[src/rtl/core/pkip_pkg.sv]
`timescale 1ns / 1ps
`default_nettype none

package pkip_pkg;

  localparam int unsigned UNIT_W  = 16;
  localparam int unsigned VALUE_W = 32;
  localparam int unsigned COUNT_W = 3;

  typedef logic [1:0] kind_t;

  localparam kind_t KIND_INDEX    = 2'd0;
  localparam kind_t KIND_LENGTH   = 2'd1;
  localparam kind_t KIND_NOTINDEX = 2'd2;

  localparam logic [VALUE_W-1:0] MAX_INDEX = 32'hFFFF_FFF9;

  localparam logic [COUNT_W-1:0] WORD_LEN  = 3'd6;
  localparam logic [COUNT_W-1:0] COUNT_MAX = 3'd7;

  localparam logic [UNIT_W-1:0] UNIT_ZERO = 16'h0030;
  localparam logic [UNIT_W-1:0] UNIT_NINE = 16'h0039;

  typedef struct packed {
    logic [VALUE_W-1:0] accumulator;
    logic [COUNT_W-1:0] unit_count;
    logic               digits_invalid;
    logic               leading_zero;
    logic               word_match;
  } state_t;

  localparam state_t STATE_CLEAR = '{
    accumulator:    '0,
    unit_count:     '0,
    digits_invalid: 1'b0,
    leading_zero:   1'b0,
    word_match:     1'b1
  };

  // Letters of the word "length" by position.
  function automatic logic [UNIT_W-1:0] word_unit(input logic [COUNT_W-1:0] pos);
    logic [UNIT_W-1:0] u;
    case (pos)
      3'd0:    u = 16'h006C;
      3'd1:    u = 16'h0065;
      3'd2:    u = 16'h006E;
      3'd3:    u = 16'h0067;
      3'd4:    u = 16'h0074;
      3'd5:    u = 16'h0068;
      default: u = '0;
    endcase
    return u;
  endfunction

endpackage

`default_nettype wire

[src/rtl/core/property_key_index_parser_unit.sv]
// Pipeline: an accepted unit is registered first, and the key's result is
// registered after it. Throughput: one code unit per cycle unless in_stall is
// high; the x10 add and range compare on the accumulator are combinational.
// Reset: synchronous, active low; clears both pipeline valids and the key
// state (accumulator, count and flags) back to an empty key.
`timescale 1ns / 1ps
`default_nettype none

module property_key_index_parser_unit (
  input  wire logic                               clk,
  input  wire logic                               rst_n,
  input  wire logic                               in_valid,
  output logic                                    in_stall,
  input  wire logic [pkip_pkg::UNIT_W-1:0]        in_code_unit,
  input  wire logic                               in_last_unit,
  input  wire logic                               in_empty_key,
  output logic                                    out_valid,
  input  wire logic                               out_stall,
  output pkip_pkg::kind_t                         out_kind,
  output logic [pkip_pkg::VALUE_W-1:0]            out_index_value
);
  import pkip_pkg::*;

  logic               s1_valid_r;
  logic [UNIT_W-1:0]  s1_unit_r;
  logic               s1_last_r;
  logic               s1_empty_r;

  state_t             state_r;
  state_t             state_nxt;
  state_t             state_upd;

  logic               out_valid_r;
  kind_t              out_kind_r;
  logic [VALUE_W-1:0] out_index_r;

  kind_t              res_kind;
  logic [VALUE_W-1:0] res_index;
  logic               advance;
  logic               key_end;

  pkip_step u_step (
    .state_cur   (state_r),
    .code_unit   (s1_unit_r),
    .take        (!s1_empty_r),
    .state_upd   (state_upd),
    .kind        (res_kind),
    .index_value (res_index)
  );

  // result register free, or being drained this cycle
  assign advance  = !out_valid_r || !out_stall;
  assign in_stall = s1_valid_r && !advance;
  assign key_end  = s1_empty_r || s1_last_r;

  always_comb begin
    state_nxt = state_r;
    if (s1_valid_r && advance) begin
      state_nxt = key_end ? STATE_CLEAR : state_upd;
    end
  end

  always_ff @(posedge clk) begin
    if (!rst_n) begin
      s1_valid_r  <= 1'b0;
      out_valid_r <= 1'b0;
      state_r     <= STATE_CLEAR;
    end else begin
      state_r <= state_nxt;
      if (!in_stall) begin
        s1_valid_r <= in_valid;
      end
      if (advance) begin
        out_valid_r <= s1_valid_r && key_end;
      end
    end
  end

  always_ff @(posedge clk) begin
    if (in_valid && !in_stall) begin
      s1_unit_r  <= in_code_unit;
      s1_last_r  <= in_last_unit;
      s1_empty_r <= in_empty_key;
    end
    if (advance && s1_valid_r && key_end) begin
      out_kind_r  <= res_kind;
      out_index_r <= res_index;
    end
  end

  assign out_valid       = out_valid_r;
  assign out_kind        = out_kind_r;
  assign out_index_value = out_index_r;

endmodule

`default_nettype wire

[src/rtl/core/pkip_step.sv]
`timescale 1ns / 1ps
`default_nettype none

module pkip_step (
  input  wire pkip_pkg::state_t                  state_cur,
  input  wire logic [pkip_pkg::UNIT_W-1:0]       code_unit,
  input  wire logic                              take,
  output pkip_pkg::state_t                       state_upd,
  output pkip_pkg::kind_t                        kind,
  output logic [pkip_pkg::VALUE_W-1:0]           index_value
);
  import pkip_pkg::*;

  logic               is_digit;
  logic [3:0]         digit;
  logic [VALUE_W+3:0] prod;
  state_t             st;

  assign is_digit = (code_unit >= UNIT_ZERO) && (code_unit <= UNIT_NINE);
  assign digit    = code_unit[3:0];
  // acc * 10 + digit as two shifted adds
  assign prod = {1'b0, state_cur.accumulator, 3'b000}
              + {3'b000, state_cur.accumulator, 1'b0}
              + {{VALUE_W{1'b0}}, digit};

  always_comb begin
    st = state_cur;
    if (take) begin
      if ((state_cur.unit_count >= WORD_LEN) ||
          (code_unit != word_unit(state_cur.unit_count))) begin
        st.word_match = 1'b0;
      end
      if (!is_digit) begin
        st.digits_invalid = 1'b1;
      end else if (state_cur.unit_count == '0) begin
        if (digit == 4'd0) begin
          st.leading_zero = 1'b1;
        end
        st.accumulator = {{(VALUE_W-4){1'b0}}, digit};
      end else if (state_cur.leading_zero) begin
        st.digits_invalid = 1'b1;
      end else if (!state_cur.digits_invalid) begin
        // freeze the value once it passes the largest index
        if (prod > {4'b0000, MAX_INDEX}) begin
          st.digits_invalid = 1'b1;
        end else begin
          st.accumulator = prod[VALUE_W-1:0];
        end
      end
      if (state_cur.unit_count != COUNT_MAX) begin
        st.unit_count = state_cur.unit_count + 3'd1;
      end
    end
    state_upd = st;
  end

  always_comb begin
    index_value = '0;
    if (st.word_match && (st.unit_count == WORD_LEN)) begin
      kind = KIND_LENGTH;
    end else if ((st.unit_count != '0) && !st.digits_invalid) begin
      kind        = KIND_INDEX;
      index_value = st.accumulator;
    end else begin
      kind = KIND_NOTINDEX;
    end
  end

endmodule

`default_nettype wire

[config.mk]
export PLATFORM = sky130hd
export DESIGN_NAME = property_key_index_parser_unit
export DESIGN_NICKNAME = d
export VERILOG_FILES = /design/src/rtl/core/pkip_pkg.sv /design/src/rtl/core/property_key_index_parser_unit.sv /design/src/rtl/core/pkip_step.sv
export SDC_FILE = /design/constraint.sdc
export NUM_CORES = 1
export LEC_CHECK = 0
export BUFFER_PORTS_ARGS = -buffer_cell sky130_fd_sc_hd__buf_2
export CORE_MARGIN = 2
export CORE_UTILIZATION = 50
export DETAILED_ROUTE_END_ITERATION = 16
export PLACE_DENSITY = 0.71
export SYNTH_ARGS = -nofsm -noshare
export SYNTH_HDL_FRONTEND = slang
export SYNTH_SLANG_ARGS = --single-unit
[constraint.sdc]
create_clock -name clk -period 3.8 [get_ports clk]
set_input_delay 0.19 -clock clk [delete_from_list [all_inputs] [get_ports clk]]
set_output_delay 0.19 -clock clk [all_outputs]
set_load 0.01 [all_outputs]
# Word level (Yosys, flattened, before mapping)
# Cells that the tools add are included.
[word_totals]
out_inout_bits = 36
reg_bits = 92
word_cells = 73
in_bits = 22
[classes]
eq_ne = 9
n_lt_le_gt_ge = 4
n_reduce_logical = 24
n_mux = 20
bitwise_logic = 1
add_sub_neg = 3
[op_table]
columns = ["operator", "count"]
rows = [
  ["$mux W32", 5],
  ["$mux W38", 2],
  ["$pmux W7 S6", 1],
  ["$add A35 B33 Y36", 1],
  ["$add A36 B4 Y36", 1],
  ["$gt A36 B32 Y1 const B", 1],
  ["$ge A16 B6 Y1 const B", 1],
  ["$le A16 B6 Y1 const B", 1],
  ["$mux W16", 1],
  ["$ne A16 B16 Y1", 1],
  ["$eq A3 B3 Y1 const B", 3],
  ["$mux W1", 9],
  ["$logic_and A1 B1 Y1", 8],
  ["$eq A3 B2 Y1 const B", 2],
  ["$reduce_bool A2 Y1", 3],
  ["$logic_not A1 Y1", 5],
  ["$reduce_and A5 Y1", 1],
  ["$logic_not A4 Y1", 1],
  ["$add A3 B1 Y3 const B", 1],
  ["$eq A3 B1 Y1 const B", 1],
  ["$ge A3 B3 Y1 const B", 1],
  ["$logic_not A3 Y1", 1],
  ["$logic_or A1 B1 Y1", 3],
  ["$mux W3", 1],
  ["other kinds (6)", 6],
]

# Longest topological paths before layout
# Gate-level depths: netlist of the first run.
[logic_depth]
word_depth = 13
depth_mapped = 14

# Hierarchy
# Synthesis of the first run repeated with hierarchy kept, for this count alone.
[hier_totals]
cells_unflattened = 802
area_unflattened_um2 = 7101.8
[by_module_without_submodules]
columns = ["mod", "area_each_um2", "seq_area_each_um2", "cells_per_inst", "n_inst"]
rows = [
  ["pkip_step", 3628.5, 0.0, 565, 1],
  ["property_key_index_parser_unit", 3473.3, 2362.3, 237, 1],
]

# Worst setup path after synthesis of the first run
# No wires, ideal clock.
[synth_path]
path_type = "register -> register"
startpoint = "register s1_unit_r[3]"
endpoint = "register out_index_r[3], in the netlist out_index_value[3], data pin"
t_required_ns = 3.545
arrival_ns = 3.970
path_stages_with_launch = 14
path_slack_ns = -0.425
cell_sequence = "edfxtp_1 -> fa_1 -> fa_1 -> a211oi_2 -> o31ai_4 -> a21o_1 -> a32o_1 -> nor3_1 -> and2_1 -> nand4_1 -> o41ai_4 -> a211o_2 -> buf_6 -> o21ba_1"
[synth_via]
elab_chain_len = 12
word_cells_on_any_way = 24
[synth_rtl]
columns = ["item", "line_no", "rtl"]
rows = [
  ["start, declared", "property_key_index_parser_unit.sv:25", "logic [UNIT_W-1:0] s1_unit_r;"],
  ["start signal, assigned", "property_key_index_parser_unit.sv:81", "s1_unit_r <= in_code_unit;"],
  ["$add A36 B4 Y36", "pkip_step.sv:24", "+ {{VALUE_W{1'b0}}, digit};"],
  ["$gt A36 B32 Y1", "pkip_step.sv:44", "if (prod > {4'b0000, MAX_INDEX}) begin"],
  ["$mux W1", "pkip_step.sv:44", ""],
  ["$mux W1", "pkip_step.sv:42", "end else if (!state_cur.digits_invalid) begin"],
  ["$mux W1", "pkip_step.sv:40", "end else if (state_cur.leading_zero) begin"],
  ["$mux W1", "pkip_step.sv:35", "end else if (state_cur.unit_count == '0) begin"],
  ["$mux W1", "pkip_step.sv:33", "if (!is_digit) begin"],
  ["$mux W38 *", "pkip_step.sv:28", "if (take) begin"],
  ["$logic_not A1 Y1", "pkip_step.sv:61", "end else if ((st.unit_count != '0) && !st.digits_invalid) begin"],
  ["$logic_and A1 B1 Y1", "pkip_step.sv:61", ""],
  ["$not A1 Y1 (no source line)", "n/a", ""],
  ["$reduce_or A2 Y1 (no source line)", "n/a", ""],
  ["end signal, assigned", "property_key_index_parser_unit.sv:87", "out_index_r <= res_index;"],
  ["end, declared", "property_key_index_parser_unit.sv:35", "logic [VALUE_W-1:0] out_index_r;"],
]
# Every way passes the cells marked *; elsewhere a longest branch is shown, timed or not. The select of a mux whose other input is x is not followed.
# A chain may end at the register's enable or synchronous reset.

# Final worst setup path of the first run
[layout_path]
startpoint = "register s1_unit_r[3]"
endpoint = "register out_index_r[25], in the netlist out_index_value[25], data pin"
# The elaborated chain is that of the path after synthesis.

==> impl_metrics.toml, run 1 <==
[clock_tree]
clock-root-buffer = "clkbuf_16"
clkLatencyLatePin_ns = 0.35
numCtsBuffers = 9
htree_levels = 3
cts_hold_buf = 0
clock_sinks = 92
cts_tree = "done"
clock_path_buffers = 2
cts.clk_slew.worst_paths_ns = 0.07

[routing]
via_count = 7297
routed_wl_um = 23200
dr.pass1.iters = 8
drt_first_iter_violations = 554
ant_nets = 0
wire_per_inst_um = 19.5
vias_per_cell = 6.14
drc_errors = 0

[setup_path]
rr_worst_depth = 14
crit_start = "s1_unit_r[3]"
crit_arrival_ns = 4.43
critPathCaptureType = "register"
cp-start-kind = "register"
required_ns = 3.90
r2r_start = "s1_unit_r[3]"
criticalPathCategory = "reg2reg"
cp_max_fo = 20

[sta]
hold_viol = 0
worst_pin_slew_ns = 0.607
fmax_mhz = 231
tns_ns = -32.64
relSlewSlack = 0.592
min_period_ns = 4.33
grt_setup_unrepaired = "true"
finalWorstSetupSlack_ns = -0.533
slew_viol_final = 0
period_share = 1.14
setup_viol = 66
clock_skew_ns = 0.00915

[die]
fp.dieArea_um2 = 14800
die_y_um = 122
ioPinCount = 58
rows = 43
start_util = 0.506
fp.coreArea_um2 = 13700
die_w_um = 122

[global_routing]
grt_pass1_vias = 7077
grt_start_max_net_pins = 37
antenna_found_initial = 0
grt_pass1_wl_um = 36300
grt_usage = 0.312
grt-ovfl-total = 0

[synthesis]
synth-edff-count = 52
async_flop_share = 0
syn_avg_cell_area_um2 = 9.13
synth_seq_cells = 92
yosysWarnings = 0
ys_seq_area_frac = 0.341
syn-cell-area_um2 = 6940
ys.flop_type = "edfxtp_1"
syn-instance-count = 760
synth_cell_types = 82
syn_nets = 851

[power]
internal_power_uw = 1700
power_switching_share = 0.223
p_per_area_nw_per_um2 = 227
leakagePower_uw = 0.00434
peakVddDrop_uv = 280
pwr-share-comb = 0.054
p_seq_frac = 0.495
p_sw_uw = 488
p_clk_frac = 0.451
finalPower_uw = 2190

[place]
globalplace.congestion = 0.982
pre_cts_slack_ns = -0.508
io_buffers = 57
hpwlAfterDp_um = 17500

[min_path]
min_path_cells = 1
hold_class = "in2reg"
min-delay-start = "in_code_unit[6]"

[flow_run]
cap_violations = 0

[final_layout]
fin_nets = 1095
antenna_cells = 0
fillerInstances = 1063
area.growth.synth_to_final_pct = 39.0
final_layout_size_suffix_gt1_frac = 0.358

[outcome]
outcome = "complete, but fails checks"
violations = "setup timing"
## metal layers
metal  part of all wire  GRT usage  vias up
li1                   -          -     3423
met3              0.058     0.0398       54
met2               0.50      0.549      290
met5                  0          0        -
met1               0.41      0.401     3530
met4              0.027     0.0927        0
## kinds of logic (layout without fill, tap and decap cells)
group / Yosys count / after routing / synth area share
AOI/OAI and AO/OA: 254 / 254 / 0.264
buffers and inverters: 51 / 300 / 0.0373
xor gates and xnor gates: 16 / 16 / 0.0213
and+or+nand+nor: 277 / 277 / 0.208
DFF: 92 / 92 / 0.341
adders and majority gates: 69 / 69 / 0.127
muxes: 1 / 1 / 0.00162
## worst max-delay path, stage by stage, from the launching register on
cell and delay [ns]:
edfxtp_1 0.44, fa_2 0.53, fa_2 0.41, a211oi_4 0.36, o31a_2 0.25, a21oi_2 0.11, a21o_1 0.27, buf_4 0.17
o32ai_4 0.29, xor2_2 0.15, buf_4 0.18, o41ai_4 0.42, a211o_4 0.25, buf_12 0.17, a21oi_1 0.07
## power by group through the flow
| stage | sequential (uW) | combinational (uW) | clock [uW] |
|---|---|---|---|
| after global placement | 1100 | 103 | 0 |
| after CTS | 1080 | 107 | 988 |
| after floorplan | 1110 | 53.1 | 0 |
| final | 1080 | 119 | 987 |
| after global routing | 1080 | 128 | 1020 |
| after detailed placement | 1100 | 104 | 0 |
## sequential cells by signal (all words and copies together), names as in the netlist
signal,cells
out_index_value,32
out_kind,2
out_valid,1
s1_empty_r,1
s1_last_r,1
s1_unit_r,16
s1_valid_r,1
state_r,38
## repair_timing
item / in CTS / in global routing
endpoints found under the hold margin: 0 / 0
resized for setup: 23 / 46
setup endpoints to repair: 66 / 66
pin swaps: 16 / 29
cloned: 2 / 1
setup buffers: 11 / 8
## through the flow
step	cell area (um^2)	hold WS [ns]	utilization	cells
3_3_place_gp	8810	0.367	0.642	1152
3_5_place_dp	8810	0.369	0.642	1152
6_report	9640	0.0127	0.703	1189
5_1_grt	9640	0.0121	0.703	1189
4_1_cts	9330	0.00743	0.680	1181
2_1_floorplan	6960	0.289	-	760
## path summary, 6_finish.rpt
check	to	slack, ns
max reg2reg	out_index_value[25]	-0.53
max	out_index_value[25]	-0.53
min reg2reg	state_r[0]	0.48
min	s1_unit_r[6]	0.01
## cells in the mapped netlist, types with 3 or more instances
master      n  area (um^2)
a2111oi_0   3         26.3
a211o_1     7         61.3
a211oi_1   12         90.1
a21boi_0    3         22.5
a21o_1     12         90.1
a21oi_1    76          380
a22o_1     34          298
a31oi_1     6         37.5
and2_1     14         87.6
and3_1     16          100
and4_1     10         87.6
buf_2      17         85.1
buf_6       5         56.3
clkbuf_1   15         56.3
dfxtp_1    40          801
edfxtp_1   52         1560
ha_1       67          838
inv_1      10         37.5
nand2_1    79          297
nand2b_1    5         31.3
nand3_1    38          190
nand4_1    17          106
nor2_1     39          146
nor2b_1     6         37.5
nor3_1     13         65.1
nor3b_1     5         37.5
nor4_1      9         56.3
nor4b_1     3         26.3
o211ai_1    5         37.5
o21a_1      9         67.6
o21ai_0    37          185
o21ai_1     4         20.0
o21bai_1    3         22.5
o311a_1     4         40.0
or2_2       4         25.0
or3_1       7         43.8
xnor2_1    10         87.6
xor2_1      5         43.8
## area by class of cell
cell class / count / area [um^2] / share of cell area
Multi-Input combinational cell: 617 / 4610 / 0.478
Sequential cell: 92 / 2360 / 0.245
Timing Repair Buffer: 273 / 2080 / 0.216
Clock buffer: 9 / 225 / 0.0234
Tap cell: 180 / 225 / 0.0234
Clock inverter: 7 / 98.8 / 0.0103
Inverter: 11 / 41.3 / 0.00428
## placed cells by master, fill, tap and decap left out, types with 10 or more instances in the layout
cell,netlist,final
ha_1,67,64
inv_1,10,10
and3_1,16,16
and2_1,14,12
buf_4,2,197
dfxtp_1,40,40
o21ai_0,37,31
nand2_1,79,77
nor2_1,39,37
a21o_1,12,12
nand3_1,38,34
edfxtp_1,52,52
clkbuf_16,0,10
and4_1,10,10
buf_2,17,57
a22o_1,34,34
a21oi_1,76,67
a211oi_1,12,10
nand4_1,17,17
nor3_1,13,12
(Power assumes the default switching activity.)
==> run 2: changes to the inputs <==
--- a/config.mk
+++ b/config.mk
@@ -6,10 +6,11 @@
 export NUM_CORES = 1
 export LEC_CHECK = 0
 export BUFFER_PORTS_ARGS = -buffer_cell sky130_fd_sc_hd__buf_2
+export CORE_ASPECT_RATIO = 0.6
 export CORE_MARGIN = 2
-export CORE_UTILIZATION = 50
+export CORE_UTILIZATION = 55
 export DETAILED_ROUTE_END_ITERATION = 16
-export PLACE_DENSITY = 0.71
+export PLACE_DENSITY = 0.77
 export SYNTH_ARGS = -nofsm -noshare
 export SYNTH_HDL_FRONTEND = slang
 export SYNTH_SLANG_ARGS = --single-unit
==> run 2 against run 1 <==
  * The flow still finishes with violations (setup timing)
  * Critical path depth grew 1
  * Fmax down 0.86%
  * Total power rose by 1.4%
  * First-iteration DRC count rose by 83%
  * Combinational power increased by 18%
  * Final area shrank 1.8%
  * Sequential share of layout area rose by 0.45 points
  * Global-route usage increased by 4.6 points
  * Clock power up 1%
  * Clock-buffer cell count is the same
  * Final cell count is 3.6% lower
  * Largest cell class unchanged
  * Largest power group unchanged
  * Highest routed layer unchanged
==> impl_metrics.toml, run 2 (same netlist as run 1, synthesis figures left out) <==
[outcome]
outcome = "complete, but fails checks"
violations = "setup timing"

[min_path]
hold_class = "in2reg"
min_path_cells = 1

[final_layout]
multi_input_area_um2 = 4650
antenna_cells = 0
top_register = "state_r"
design_area_um2 = 9470
fillerInstances = 854
final_common_cell = "buf_4"
largest_reg_flops = 38
final_layout_size_suffix_gt1_frac = 0.345
fin_nets = 1067
register_area_um2 = 2360
area.growth.synth_to_final_pct = 36.5
most-common-layout-cells = "buf_4 (166), nand2_1 (78), ha_1 (65)"

[clock_tree]
clock-root-buffer = "clkbuf_16"
clock_sinks = 92
htree_levels = 3
clkLatencyLatePin_ns = 0.36
numCtsBuffers = 9
cts_tree = "done"
clock_path_buffers = 2
cts.clk_slew.worst_paths_ns = 0.08

[die]
fp.dieArea_um2 = 13600
die_y_um = 91.0
start_util = 0.570
ioPinCount = 58
die_w_um = 149
rows = 31
fp.coreArea_um2 = 12200

[power]
leakagePower_uw = 0.00423
finalPower_uw = 2220
peakVddDrop_uv = 232
p_per_area_nw_per_um2 = 234

[sta]
clock_skew_ns = 0.00970
tns_ns = -28.97
setup_viol = 66
min_period_ns = 4.37
relSlewSlack = 0.198
finalWorstSetupSlack_ns = -0.571
grt_setup_unrepaired = "true"
hold_viol = 0
worst_pin_slew_ns = 1.20
slew_viol_final = 0
period_share = 1.15
fmax_mhz = 229

[setup_path]
crit_arrival_ns = 4.57
cp-start-kind = "register"
critPathMostFrequentCell = "buf_6"
path_cells = "fa_1 > ha_1 > a211oi_4 > o31ai_4 > a211oi_2 > o21a_1 > or3_4 > a2111oi_4 > nand4_4 > buf_6 > o41ai_4 > buf_6 > buf_6 > nand3_1 > a21oi_2"
cp_max_fo = 7
cp_slowest_cell = "edfxtp_1"
path_buf_inv = 3
required_ns = 4.00
crit_cells = 15
slowest_delay_ns = 0.42
rr_worst_depth = 15
criticalPathCategory = "reg2reg"
critPathCaptureType = "register"
crit_family = "compound AO/OA/AOI/OAI gates"

[global_routing]
grt-ovfl-total = 0
grt_start_max_net_pins = 37
grt_pass1_vias = 7064
grt_usage = 0.359
antenna_found_initial = 0
grt_pass1_wl_um = 37700

[place]
hpwlAfterDp_um = 17400
globalplace.congestion = 1.08
postPlaceCellArea_um2 = 8570
io_buffers = 57

[flow_run]
cap_violations = 0

[routing]
drc_errors = 0
vias_per_cell = 6.52
via_count = 7467
drt_first_iter_violations = 1015
wire_per_inst_um = 21.8
dr.pass1.iters = 5
routed_wl_um = 25000
ant_nets = 0
-- run 2: power by group --
part           leakage, uW  internal (uW)  switching (uW)
Sequential        0.000860           1070            12.1
Combinational      0.00321           56.7            82.8
Clock             0.000154            529             469
Total              0.00423           1660             564
-- run 2: through the flow --
| step | hold WS [ns] | setup WS (ns) | util | instances |
|---|---|---|---|---|
| after floorplan | 0.289 | -0.194 | - | 760 |
| after global placement | 0.366 | -0.318 | 0.704 | 1107 |
| after detailed placement | 0.368 | -0.438 | 0.704 | 1107 |
| after CTS | 0.00253 | -0.387 | 0.763 | 1141 |
| after global routing | -0.00179 | -0.632 | 0.777 | 1146 |
| final | 0.00171 | -0.571 | 0.777 | 1146 |
-- run 2: area by class of cell --
| class | instances | area share |
|---|---|---|
| Multi-Input combinational cell | 617 | 0.491 |
| Sequential cell | 92 | 0.250 |
| Timing Repair Buffer | 245 | 0.201 |
| Clock buffer | 9 | 0.0238 |
| Tap cell | 165 | 0.0218 |
| Clock inverter | 7 | 0.00925 |
| Inverter | 11 | 0.00436 |
-- run 2: layer usage --
metal  vias to the layer above  GRT usage  wire, um
met2                       481      0.543     10900
met1                      3566      0.523     10700
met4                         0     0.0762       435
met5                         -          0         0
li1                       3372          -         -
met3                        48     0.0839      2950
-- run 2: path summary, 6_finish.rpt --
path,startpoint,to,slack [ns]
setup / recovery,s1_unit_r[3],out_index_value[17],-0.57
hold / removal,in_code_unit[11],s1_unit_r[11],0.002
setup reg to reg,s1_unit_r[3],out_index_value[17],-0.57
hold reg to reg,state_r[0],state_r[0],0.47
-- run 2: what timing repair did --
| item | in CTS | in global routing |
|---|---|---|
| endpoints found under the hold margin | 0 | 1 |
| pin swaps | 28 | 7 |
| gates cloned | 4 | 2 |
| buffers inserted | 14 | 3 |
| gates resized for setup | 57 | 25 |
| endpoints found under the setup margin | 66 | 66 |
| hold buffers | 0 | 1 |
==> run 3: changes to the inputs <==
--- a/config.mk
+++ b/config.mk
@@ -8,9 +8,10 @@
 export BUFFER_PORTS_ARGS = -buffer_cell sky130_fd_sc_hd__buf_2
 export CORE_ASPECT_RATIO = 0.6
 export CORE_MARGIN = 2
-export CORE_UTILIZATION = 55
+export CORE_UTILIZATION = 50
+export CTS_CLUSTER_SIZE = 24
 export DETAILED_ROUTE_END_ITERATION = 16
-export PLACE_DENSITY = 0.77
+export PLACE_DENSITY = 0.71
 export SYNTH_ARGS = -nofsm -noshare
 export SYNTH_HDL_FRONTEND = slang
 export SYNTH_SLANG_ARGS = --single-unit
==> run 3 against run 2 <==
  * Flip-flop and latch count did not move
  * First-iteration DRC count shrank 46%
  * Core utilization down 9.5 points
  * Via count shrank 4.1%
  * Setup slack gained 0.23 ns
  * The run still ends with setup timing left
  * Clock power is 7.8% lower
==> impl_metrics.toml, run 3 (same netlist as run 1, synthesis figures left out) <==
[sta]
period_share = 1.09
slew_viol_final = 0
min_period_ns = 4.14
setup_viol = 66
hold_viol = 0
tns_ns = -19.93
grt_setup_unrepaired = "true"
relSlewSlack = 0.210
worst_pin_slew_ns = 1.18
fmax_mhz = 241
clock_skew_ns = 0.0134
finalWorstSetupSlack_ns = -0.342

[setup_path]
cp-start-kind = "register"
r2r_start = "s1_unit_r[3]"
crit_arrival_ns = 4.25
critPathCaptureType = "register"
rrSetupSlack_ns = -0.34
rr_worst_depth = 14
cp_max_fo = 5
r2r_end = "out_index_value[2]"
criticalPathCategory = "reg2reg"
required_ns = 3.91

[power]
leakagePower_uw = 0.00410
peakVddDrop_uv = 166
p_per_area_nw_per_um2 = 229
finalPower_uw = 2120

[min_path]
hold_class = "in2reg"
min_to = "s1_unit_r[9]"
min-delay-start = "in_code_unit[9]"
min_path_cells = 1

[clock_tree]
cts.clk_slew.worst_paths_ns = 0.08
numCtsBuffers = 9
clock_path_buffers = 2
htree_levels = 3
clock_sinks = 92
clkLatencyLatePin_ns = 0.35
cts_tree = "done"
clock-root-buffer = "clkbuf_16"

[place]
hpwlAfterDp_um = 17100
io_buffers = 57
globalplace.congestion = 1.00
placed_cells = 1117

[final_layout]
most-common-layout-cells = "buf_4 (162), nand2_1 (77), ha_1 (65)"
largest_reg_flops = 38
antenna_cells = 0
final_common_cell = "buf_4"
finalNonFillerCells = 1148
fin_nets = 1059
top_register = "state_r"
final_layout_size_suffix_gt1_frac = 0.337
area.growth.synth_to_final_pct = 33.7

[routing]
routed_wl_um = 23100
drt_first_iter_violations = 548
via_count = 7160
drc_errors = 0
ant_nets = 0
dr.pass1.iters = 7
wire_per_inst_um = 20.1
vias_per_cell = 6.24

[global_routing]
grt_start_max_net_pins = 37
grt_usage = 0.313
grt-ovfl-total = 0
antenna_found_initial = 0
grt_pass1_vias = 6766
grt_pass1_wl_um = 35700

[flow_run]
cap_violations = 0

[die]
fp.coreArea_um2 = 13600
rows = 33
start_util = 0.511
fp.dieArea_um2 = 14900
die_y_um = 95.2
die_w_um = 156
ioPinCount = 58

[outcome]
outcome = "complete, but fails checks"
violations = "setup timing"
[run 3: through the flow]
step | util | hold slack (ns) | instance area [um^2] | worst slack [ns]
2_1_floorplan | - | 0.289 | 6960 | -0.194
3_3_place_gp | 0.630 | 0.366 | 8560 | -0.408
3_5_place_dp | 0.630 | 0.368 | 8560 | -0.405
4_1_cts | 0.669 | 0.00107 | 9090 | -0.313
5_1_grt | 0.683 | 0.00299 | 9270 | -0.541
6_report | 0.683 | 0.0124 | 9270 | -0.342
[run 3: timing repair]
| item | in CTS | in global routing |
|---|---|---|
| resized for setup | 34 | 42 |
| setup endpoints to repair | 66 | 66 |
| endpoints found under the hold margin | 3 | 0 |
| pin swaps | 20 | 19 |
| setup buffers | 8 | 2 |
| hold buffers | 3 | 0 |
| cloned | 2 | 0 |
[run 3: power by group]
part           switching [uW]  leakage (uW)  internal, uW  total, uW
clock                     457      0.000142           463        920
sequential               12.0      0.000861          1070       1080
combinational            74.6       0.00310          47.9        122
[run 3: worst max-delay path by stage]
stage	startpoint	endpoint	slack (ns)
detailed placement	s1_unit_r[3]	out_index_value[12]	-0.41
global placement	s1_unit_r[3]	out_index_value[15]	-0.41
floorplan	s1_unit_r[3]	out_index_value[3]	-0.19
global route	s1_unit_r[3]	state_r[29]	-0.54
finish	s1_unit_r[3]	out_index_value[2]	-0.34
CTS	s1_unit_r[3]	out_index_value[12]	-0.31
[run 3: per-layer routing]
| layer | up-vias | wire length, um | part of all wire | GRT usage |
|---|---|---|---|---|
| met3 | 40 | 2010 | 0.087 | 0.0650 |
| met2 | 354 | 9640 | 0.42 | 0.463 |
| li1 | 3348 | - | - | - |
| met5 | - | 0 | 0 | 0 |
| met4 | 0 | 408 | 0.018 | 0.0925 |
| met1 | 3418 | 11000 | 0.48 | 0.458 |
[run 3: layout make-up]
cell class              instances  area, um^2
clock inverters                 7        67.6
fillers                      1088        4310
inverters                      11        41.3
flip-flops and latches         92        2360
well taps                     175         219
multi-input cells             617        4590
clock buffers                   9         225
repair buffers                237        1770
[run 3: worst max-delay path, cell delays in order, from the launching register on]
cell and delay, ns:
edfxtp_1 0.42, fa_2 0.49, fa_2 0.41, a211oi_4 0.33, o31ai_4 0.14, a211oi_2 0.32, o21a_1 0.21, o21ai_2 0.11
a2111oi_4 0.36, nand4_2 0.17, buf_6 0.16, o41ai_4 0.25, buf_4 0.22, o21ai_1 0.10, o21ba_2 0.22
